<file path="src/sv/uyvy_pkg.sv">
// ----------------------------------------------------------------------------
// uyvy_pkg
// Shared widths, coefficients, types and helpers of the UYVY to RGB converter.
// ----------------------------------------------------------------------------
`default_nettype none

package uyvy_pkg;

  localparam int unsigned ByteW = 8;
  // Fraction bits of the chroma coefficients (scale 1024)
  localparam int unsigned FracW = 10;
  // Signed product width: |1814 * -128| = 232192 < 2^18
  localparam int unsigned ProdW = 19;
  // Signed chroma term width after the floor shift: -227..224
  localparam int unsigned TermW = ProdW - FracW;
  // Signed width of luma plus or minus a term: -227..479
  localparam int unsigned SumW = ByteW + 2;

  localparam logic signed [ProdW-1:0] CoefRedV   = ProdW'(1436);
  localparam logic signed [ProdW-1:0] CoefGreenU = ProdW'(352);
  localparam logic signed [ProdW-1:0] CoefGreenV = ProdW'(731);
  localparam logic signed [ProdW-1:0] CoefBlueU  = ProdW'(1814);

  localparam logic [ByteW-1:0] ChanMax = 8'd255;
  localparam logic [ByteW-1:0] ChanMin = 8'd0;

  // Chroma terms shared by both pixels of a macropixel
  typedef struct packed {
    logic signed [TermW-1:0] red;
    logic signed [TermW-1:0] green;
    logic signed [TermW-1:0] blue;
  } chroma_terms_t;

  // Clamp a signed sum to 0..255
  function automatic logic [ByteW-1:0] sat_byte(input logic signed [SumW-1:0] x);
    logic [ByteW-1:0] res;
    if (x[SumW-1]) begin
      res = ChanMin;
    end else if (x[SumW-2]) begin
      res = ChanMax;
    end else begin
      res = x[ByteW-1:0];
    end
    return res;
  endfunction

endpackage

`default_nettype wire

</file>
<file path="src/sv/uyvy_to_rgb_converter_core.sv">
// ----------------------------------------------------------------------------
// uyvy_to_rgb_converter_core
// UYVY 4:2:2 macropixel to two RGB888 pixels, one macropixel per clock unless stalled.
// ----------------------------------------------------------------------------
// Each request carries one macropixel (U, Y0, V, Y1 and an end-of-frame mark)
// and yields exactly one result holding the two RGB888 pixels that share its
// chroma. The block takes one request per clock while the output is not
// stalled. The request is first captured in an input register, the chroma
// terms, luma sums and clamping are then worked out in a single pass of
// logic, and the result lands in an output register. The result is shown
// once its item moves on from the input register into the output register.
// Both registers move independently, so a new request is taken while a
// finished result waits on a stalled output; in_ready_o drops only when both
// registers hold an item and the output is stalled.
// Arithmetic, with u = U - 128 and v = V - 128:
//   R = Y + floor(1436 v / 1024), G = Y - floor((352 u + 731 v) / 1024),
//   B = Y + floor(1814 u / 1024), each channel clamped to 0..255.
// The end-of-frame mark travels with the item unchanged. No state is kept
// between items, so reset only empties the two registers.
// ----------------------------------------------------------------------------
`default_nettype none

module uyvy_to_rgb_converter_core (
  input  logic                       clk_i,
  input  logic                       rst_ni,
  // request side
  input  logic                       in_valid_i,
  output logic                       in_ready_o,
  input  logic [uyvy_pkg::ByteW-1:0] chroma_u_i,
  input  logic [uyvy_pkg::ByteW-1:0] luma_first_i,
  input  logic [uyvy_pkg::ByteW-1:0] chroma_v_i,
  input  logic [uyvy_pkg::ByteW-1:0] luma_second_i,
  input  logic                       frame_end_in_i,
  // result side
  output logic                       out_valid_o,
  input  logic                       out_ready_i,
  output logic [uyvy_pkg::ByteW-1:0] red_first_o,
  output logic [uyvy_pkg::ByteW-1:0] green_first_o,
  output logic [uyvy_pkg::ByteW-1:0] blue_first_o,
  output logic [uyvy_pkg::ByteW-1:0] red_second_o,
  output logic [uyvy_pkg::ByteW-1:0] green_second_o,
  output logic [uyvy_pkg::ByteW-1:0] blue_second_o,
  output logic                       frame_end_out_o
);

  // --- input register -------------------------------------------------------
  logic                       in_vld_q;
  logic [uyvy_pkg::ByteW-1:0] chroma_u_q;
  logic [uyvy_pkg::ByteW-1:0] luma_first_q;
  logic [uyvy_pkg::ByteW-1:0] chroma_v_q;
  logic [uyvy_pkg::ByteW-1:0] luma_second_q;
  logic                       frame_end_q;

  // --- output register ------------------------------------------------------
  logic                       out_vld_q;
  logic [uyvy_pkg::ByteW-1:0] red_first_q;
  logic [uyvy_pkg::ByteW-1:0] green_first_q;
  logic [uyvy_pkg::ByteW-1:0] blue_first_q;
  logic [uyvy_pkg::ByteW-1:0] red_second_q;
  logic [uyvy_pkg::ByteW-1:0] green_second_q;
  logic [uyvy_pkg::ByteW-1:0] blue_second_q;
  logic                       frame_end_out_q;

  // --- conversion logic between the registers ------------------------------
  uyvy_pkg::chroma_terms_t    terms;
  logic [uyvy_pkg::ByteW-1:0] red_first_d;
  logic [uyvy_pkg::ByteW-1:0] green_first_d;
  logic [uyvy_pkg::ByteW-1:0] blue_first_d;
  logic [uyvy_pkg::ByteW-1:0] red_second_d;
  logic [uyvy_pkg::ByteW-1:0] green_second_d;
  logic [uyvy_pkg::ByteW-1:0] blue_second_d;

  // flow control
  logic out_free;   // output register can take an item this cycle
  logic advance;    // input register hands its item on
  logic in_fire;    // request accepted

  assign out_free   = !out_vld_q || out_ready_i;
  assign advance    = in_vld_q && out_free;
  assign in_ready_o = !in_vld_q || out_free;
  assign in_fire    = in_valid_i && in_ready_o;

  // Chroma terms are computed once and shared by both pixels
  uyvy_chroma u_chroma (
    .chroma_u_i (chroma_u_q),
    .chroma_v_i (chroma_v_q),
    .terms_o    (terms)
  );

  uyvy_pixel u_pixel_first (
    .luma_i  (luma_first_q),
    .terms_i (terms),
    .red_o   (red_first_d),
    .green_o (green_first_d),
    .blue_o  (blue_first_d)
  );

  uyvy_pixel u_pixel_second (
    .luma_i  (luma_second_q),
    .terms_i (terms),
    .red_o   (red_second_d),
    .green_o (green_second_d),
    .blue_o  (blue_second_d)
  );

  // Valid flags: cleared by reset
  always_ff @(posedge clk_i or negedge rst_ni) begin
    if (!rst_ni) begin
      in_vld_q  <= 1'b0;
      out_vld_q <= 1'b0;
    end else begin
      if (in_ready_o) begin
        in_vld_q <= in_valid_i;
      end
      if (out_free) begin
        out_vld_q <= in_vld_q;
      end
    end
  end

  // Payload registers: loaded on a transfer, no reset needed
  always_ff @(posedge clk_i) begin
    if (in_fire) begin
      chroma_u_q    <= chroma_u_i;
      luma_first_q  <= luma_first_i;
      chroma_v_q    <= chroma_v_i;
      luma_second_q <= luma_second_i;
      frame_end_q   <= frame_end_in_i;
    end
    if (advance) begin
      red_first_q     <= red_first_d;
      green_first_q   <= green_first_d;
      blue_first_q    <= blue_first_d;
      red_second_q    <= red_second_d;
      green_second_q  <= green_second_d;
      blue_second_q   <= blue_second_d;
      frame_end_out_q <= frame_end_q;
    end
  end

  assign out_valid_o     = out_vld_q;
  assign red_first_o     = red_first_q;
  assign green_first_o   = green_first_q;
  assign blue_first_o    = blue_first_q;
  assign red_second_o    = red_second_q;
  assign green_second_o  = green_second_q;
  assign blue_second_o   = blue_second_q;
  assign frame_end_out_o = frame_end_out_q;

  // --- assertions -----------------------------------------------------------

  // Back-pressure only when both registers are occupied
  a_ready_full: assert property (@(posedge clk_i) disable iff (!rst_ni)
    !in_ready_o |-> (in_vld_q && out_vld_q))
    else $error("in_ready_o low while a register is free");

  // An accepted request is held in the input register next cycle
  a_accept_lands: assert property (@(posedge clk_i) disable iff (!rst_ni)
    in_fire |=> in_vld_q)
    else $error("accepted request lost from the input register");

  // An item handed on shows up as a result
  a_advance_shows: assert property (@(posedge clk_i) disable iff (!rst_ni)
    advance |=> out_valid_o)
    else $error("item handed on but no result shown");

  // End-of-frame mark travels with its item
  a_frame_end: assert property (@(posedge clk_i) disable iff (!rst_ni)
    advance |=> (frame_end_out_o == $past(frame_end_q)))
    else $error("end-of-frame mark not carried with its item");

  // Equal luma samples must give identical pixels
  a_equal_luma: assert property (@(posedge clk_i) disable iff (!rst_ni)
    (advance && (luma_first_q == luma_second_q)) |=>
      (red_first_o == red_second_o) && (green_first_o == green_second_o) &&
      (blue_first_o == blue_second_o))
    else $error("pixels differ despite equal luma");

endmodule

`default_nettype wire

</file>
<file path="src/sv/uyvy_chroma.sv">
// ----------------------------------------------------------------------------
// uyvy_chroma
// Removes the chroma bias and forms the floored red, green and blue terms.
// ----------------------------------------------------------------------------
`default_nettype none

module uyvy_chroma (
  input  logic [uyvy_pkg::ByteW-1:0] chroma_u_i,
  input  logic [uyvy_pkg::ByteW-1:0] chroma_v_i,
  output uyvy_pkg::chroma_terms_t    terms_o
);

  logic signed [uyvy_pkg::ByteW-1:0] u_s;
  logic signed [uyvy_pkg::ByteW-1:0] v_s;
  logic signed [uyvy_pkg::ProdW-1:0] red_p;
  logic signed [uyvy_pkg::ProdW-1:0] green_p;
  logic signed [uyvy_pkg::ProdW-1:0] blue_p;

  // Offset binary to two's complement: byte - 128
  assign u_s = {~chroma_u_i[uyvy_pkg::ByteW-1], chroma_u_i[uyvy_pkg::ByteW-2:0]};
  assign v_s = {~chroma_v_i[uyvy_pkg::ByteW-1], chroma_v_i[uyvy_pkg::ByteW-2:0]};

  assign red_p   = uyvy_pkg::ProdW'(v_s) * uyvy_pkg::CoefRedV;
  assign green_p = uyvy_pkg::ProdW'(u_s) * uyvy_pkg::CoefGreenU
                 + uyvy_pkg::ProdW'(v_s) * uyvy_pkg::CoefGreenV;
  assign blue_p  = uyvy_pkg::ProdW'(u_s) * uyvy_pkg::CoefBlueU;

  // Dropping the low fraction bits of a two's complement value is a floor
  assign terms_o.red   = red_p[uyvy_pkg::ProdW-1:uyvy_pkg::FracW];
  assign terms_o.green = green_p[uyvy_pkg::ProdW-1:uyvy_pkg::FracW];
  assign terms_o.blue  = blue_p[uyvy_pkg::ProdW-1:uyvy_pkg::FracW];

endmodule

`default_nettype wire

</file>
<file path="src/sv/uyvy_pixel.sv">
// ----------------------------------------------------------------------------
// uyvy_pixel
// Adds the chroma terms to one luma sample and clamps each channel to a byte.
// ----------------------------------------------------------------------------
`default_nettype none

module uyvy_pixel (
  input  logic [uyvy_pkg::ByteW-1:0] luma_i,
  input  uyvy_pkg::chroma_terms_t    terms_i,
  output logic [uyvy_pkg::ByteW-1:0] red_o,
  output logic [uyvy_pkg::ByteW-1:0] green_o,
  output logic [uyvy_pkg::ByteW-1:0] blue_o
);

  logic signed [uyvy_pkg::SumW-1:0] luma_s;
  logic signed [uyvy_pkg::SumW-1:0] red_sum;
  logic signed [uyvy_pkg::SumW-1:0] green_sum;
  logic signed [uyvy_pkg::SumW-1:0] blue_sum;

  assign luma_s    = $signed({2'b00, luma_i});
  assign red_sum   = luma_s + uyvy_pkg::SumW'(terms_i.red);
  assign green_sum = luma_s - uyvy_pkg::SumW'(terms_i.green);
  assign blue_sum  = luma_s + uyvy_pkg::SumW'(terms_i.blue);

  assign red_o   = uyvy_pkg::sat_byte(red_sum);
  assign green_o = uyvy_pkg::sat_byte(green_sum);
  assign blue_o  = uyvy_pkg::sat_byte(blue_sum);

endmodule

`default_nettype wire

</file>
<file path="config.mk">
export PLATFORM = sky130hd
export DESIGN_NAME = uyvy_to_rgb_converter_core
export DESIGN_NICKNAME = d
export VERILOG_FILES = /design/src/sv/uyvy_pkg.sv /design/src/sv/uyvy_to_rgb_converter_core.sv /design/src/sv/uyvy_chroma.sv /design/src/sv/uyvy_pixel.sv
export SDC_FILE = /design/constraint.sdc
export NUM_CORES = 1
export LEC_CHECK = 0
export BUFFER_PORTS_ARGS = -buffer_cell sky130_fd_sc_hd__buf_2
export CAP_MARGIN = 20
export CORE_UTILIZATION = 63
export DETAILED_ROUTE_END_ITERATION = 10
export PLACE_DENSITY = 0.85
export SYNTH_ARGS = -nofsm -noshare
export SYNTH_HDL_FRONTEND = slang
export SYNTH_HIERARCHICAL = 1
export SYNTH_SLANG_ARGS = --single-unit
</file>
<file path="constraint.sdc">
create_clock -name clk_i -period 9.7 [get_ports clk_i]
set_clock_uncertainty 0.2 [all_clocks]
set_input_delay 1.94 -clock clk_i [delete_from_list [all_inputs] [get_ports clk_i]]
set_output_delay 1.94 -clock clk_i [all_outputs]
set_load 0.02 [all_outputs]
</file>
## Yosys cells after proc, flatten, opt, wreduce, memory -nomap -nowiden

Index checks and enable logic that the tools add are counted.
W data, S select, Z words.

- Register bits after elaboration: 84
- Logic and storage cells: 39

- Multipliers: 4
- Muxes and demuxes: 6
- $add $sub $neg: 7
- Bitwise operators: 2
- Reductions and logical operators: 6

Operator list:

| operator | count |
|---|---|
| $mux W8 | 6 |
| $add A9 B9 Y10 | 4 |
| $sub A9 B9 Y10 | 2 |
| $add A18 B19 Y19 | 1 |
| $mul A8 B11 Y19 const B | 1 |
| $mul A8 B11 Y18 const B | 1 |
| $mul A8 B10 Y17 const B | 1 |
| $mul A8 B5 Y13 const B | 1 |
| $logic_and A1 B1 Y1 | 2 |
| $logic_not A1 Y1 | 2 |
| $logic_or A1 B1 Y1 | 2 |
| $not A1 Y1 | 2 |

## Longest topological paths before layout

- Depth after elaboration: 5
- Mapped depth: 28

## By module

Netlist, hierarchy kept.

By module, submodules not included:

| module | times used | area an instance (sq um) | cells each | sequential area each (sq um) |
|---|---|---|---|---|
| uyvy_chroma | 1 | 5220.0 | 574 | 0.0 |
| uyvy_to_rgb_converter_core | 1 | 2566.2 | 90 | 2512.4 |
| uyvy_pixel at u_pixel_second | 1 | 1435.1 | 193 | 0.0 |
| uyvy_pixel at u_pixel_first | 1 | 1366.3 | 181 | 0.0 |

## Worst setup path after synthesis

OpenSTA, ideal clock, no wires.

- Kind: register to register
- From: register chroma_u_q[1] (netlist bit)
- To: register green_second_q, in the netlist green_second_o[5] (data pin)
- Required time: 9228 ps
- Arrival time: 6878 ps
- Setup slack: 2350 ps
- Buffers on the path: 1
- Stages on the path, launching flop included: 28
- Period minus slack after synthesis: 7350 ps
- Library setup time: 272 ps
- Cell sequence: edfxtp_1 -> ha_1 -> fa_1 -> ha_1 -> a21oi_1 -> xnor2_1 -> ha_1 -> inv_1 -> fa_1 -> inv_1 -> fa_1 -> fa_1 -> ha_1 -> ha_1 -> and3_1 -> o21ai_0 -> o211ai_1 -> a2111oi_0 -> nand3b_1 -> inv_1 -> ha_1 -> buf_6 -> a21o_1 -> a21o_1 -> a41oi_1 -> o21ai_1 -> a211oi_4 -> a31oi_1

RTL lines:

| item | RTL line | RTL |
|---|---|---|
| start: declaration | uyvy_to_rgb_converter_core.sv:48 | `logic [uyvy_pkg::ByteW-1:0] chroma_u_q;` |
| start signal: assignment | uyvy_to_rgb_converter_core.sv:124 | `chroma_u_q <= chroma_u_i;` |
| end signal: assignment | uyvy_to_rgb_converter_core.sv:135 | `green_second_q <= green_second_d;` |
| end: declaration | uyvy_to_rgb_converter_core.sv:60 | `logic [uyvy_pkg::ByteW-1:0] green_second_q;` |

==> results.ini <==
[clock_tree]
cts_tree=yes
postCtsSetupBuffers=0
ctsHtreeMaxLevel=3
clockBufferDepth=2
cts_buffers=9
root_buffer=clkbuf_16
clkSinkCount=84
clkTransAtPathRegs_ns=0.07
cts_hold_buffers=0
cts_resized=0
clock_insertion_delay_worst_skew_ns=0.36

[run]
max-cap-violations=0

[synthesis]
synth-edff-count=82
yosysUniqueCellTypes=79
synth-compound-area-share_pct=16.8
synth-seq-cells=84
synthCells=1038
async_flop_share_pct=2.38
yosys_warnings=6
synthXorXnorAreaFrac_pct=5.63
synthSimpleGateAreaFrac_pct=9.24
syn_area_mm2=0.0106
synth_nets=1352
synth_ff_type=edfxtp_1
synthAdderAreaFrac_pct=37.7
synth_mux_area_share_pct=0.390
synth_top_family_by_area=adder cells
postSynthAreaPerCell_um2=10.2
seq_area_frac_synth_pct=23.7

[worst_setup_path]
crit_arrival_ns=7.90
cp_slowest_stage_delay_ns=0.53
worstPathRequired_ns=9.59
rrSetupSlack_ns=1.69
setup.worst_path.start=chroma_u_q[3]
crit_type=reg2reg
crit_top_cell=ha_1
cp.depth=26
cpLargestDelayFamily=adder cells
reg2reg_from=chroma_u_q[3]
cp_max_fo=9
critPathCapture=green_second_o[6]
startpoint_type=register
crit_buf_inv=3
crit_path_top_delay_cell=edfxtp_1
worstRegToRegCells=26
reg2reg_to=green_second_o[6]
cp-end-kind=register

[floorplan]
dieWidth_um=132
die_area_mm2=0.0173
core-area_mm2=0.0165
die_h_um=132
num_rows=47
start_util_pct=64.3
io_pins=88

[timing]
setup_tns_ns=0
max_freq_mhz=125
hold_violations=0
setup_viol=0
finalCritPeriodShare_pct=82.6
relSlewSlack_pct=46.4
final-max-slew-violation-count=0
worstMarginPinSlew_ns=0.804
rsz0062_at_grt=no
fin_ws_ns=1.69
min_period_ns=8.01

[finish]
fill_cells=1227
layout-drive-gt1-share_pct=12.7
seq_area_mm2=0.00251
diodes=0
final_area_mm2=0.0116
syn_to_final_growth_pct=9.17
fin_nets=1446
final_cells=1357
multi_input_area_mm2=0.00739
layout_common_cells=ha_1 (207), inv_1 (173), buf_2 (87), edfxtp_1 (82), a21oi_1 (80)
layout_commonest_cell=ha_1

[routing]
drc=0
via_per_inst=5.84
first_pass_iters=5
first_iter_violations=479
routed_wl_um=22500
vias=7924
wire_per_inst_um=16.6
antenna_left=0

[place]
io_buffers=87
dp_slack_ns=1.76
placed_cells=1340
gp_congestion=0.889
hpwl_um=18400
place_area_mm2=0.0113

[global_routing]
grt_pass1_wl_um=37000
busiest_layer=met2
met1_usage_pct=33.0
grt_overflow=0
grt_max_degree=50
antenna_found_initial=0
use_met3_pct=3.94
grt_pass1_vias=7837
track_usage_pct=27.1
grt.met2_usage_pct=48.2

[hold_path]
hp-class=reg2reg

[run_status]
status=complete, no violations

==> cells by family after synthesis <==
kind of cell,Yosys count
muxes,4
adders and majority gates,277
AOI/OAI and AO/OA,250
xor gates and xnor gates,68
buffers and inverters,178
DFF,84
and+or+nand+nor,177
==> per-layer routing <==
metal | wire (µm) | vias to the layer above
li1 | - | 3883
met1 | 9610 | 3769
met2 | 11300 | 227
met3 | 952 | 45
met4 | 650 | 0
met5 | 0 | -
==> metrics by stage <==
stage | utilization (%) | hold WS, ns
after global routing | 70.2 | 0.228
after global placement | 68.4 | 0.210
after CTS | 70.1 | 0.222
after detailed placement | 68.4 | 0.206
final | 70.2 | 0.220
after floorplan | - | 0.200
==> worst min-delay path by stage <==
stage	start	endpoint	slack (ns)	depth (start not counted)
CTS	frame_end_q	frame_end_out_o	0.22	0
finish	frame_end_q	frame_end_out_o	0.22	0
floorplan	frame_end_q	frame_end_out_o	0.20	0
global placement	frame_end_q	frame_end_out_o	0.21	0
global route	frame_end_q	frame_end_out_o	0.23	0
detailed placement	frame_end_q	frame_end_out_o	0.21	0
==> state kept, by name, summed over array words and instances (netlist names), 8 cells and up <==
register and flops:
red_second_o 8, red_first_o 8, chroma_v_q 8, luma_first_q 8, blue_first_o 8, chroma_u_q 8
green_first_o 8, green_second_o 8, luma_second_q 8, blue_second_o 8
==> layout make-up <==
class | count | share of cell area, %
Clock buffer | 10 | 1.98
Clock inverter | 6 | 0.401
Inverter | 173 | 5.62
Multi-Input combinational cell | 776 | 63.9
Sequential cell | 84 | 21.7
Tap cell | 220 | 2.38
Timing Repair Buffer | 88 | 3.94
==> cell usage after synthesis (3+ instances only) <==
library cell / n / area, µm²
a211oi_2: 4 / 50.1
nand3_1: 16 / 80.1
nand4_1: 5 / 31.3
o21ai_0: 34 / 170
nand2b_1: 16 / 100
or3_1: 5 / 31.3
o211ai_1: 7 / 52.6
and2_1: 4 / 25.0
nand3b_1: 3 / 22.5
nor2b_1: 15 / 93.8
a2bb2oi_1: 5 / 43.8
nor3_1: 15 / 75.1
a21o_1: 26 / 195
and3_1: 7 / 43.8
o22ai_1: 3 / 18.8
or2_2: 10 / 62.6
o221ai_1: 3 / 26.3
inv_1: 173 / 649
nor2_1: 36 / 135
o21a_1: 11 / 82.6
nor3b_1: 7 / 52.6
clkbuf_1: 3 / 11.3
a21oi_1: 80 / 400
xor2_1: 27 / 236
a221oi_1: 3 / 26.3
ha_1: 207 / 2590
a31oi_1: 11 / 68.8
mux2i_1: 3 / 30.0
nand2_1: 23 / 86.3
o21bai_1: 6 / 45.0
o21ai_1: 5 / 25.0
a211oi_1: 13 / 97.6
a22oi_1: 3 / 22.5
edfxtp_1: 82 / 2460
xnor2_1: 41 / 359
o221a_2: 3 / 33.8
fa_1: 70 / 1400
a2111oi_0: 3 / 26.3
Power is left out: the tool's default activity adds up to more than one toggle a clock period on the data nets, which glitch-free logic cannot reach.
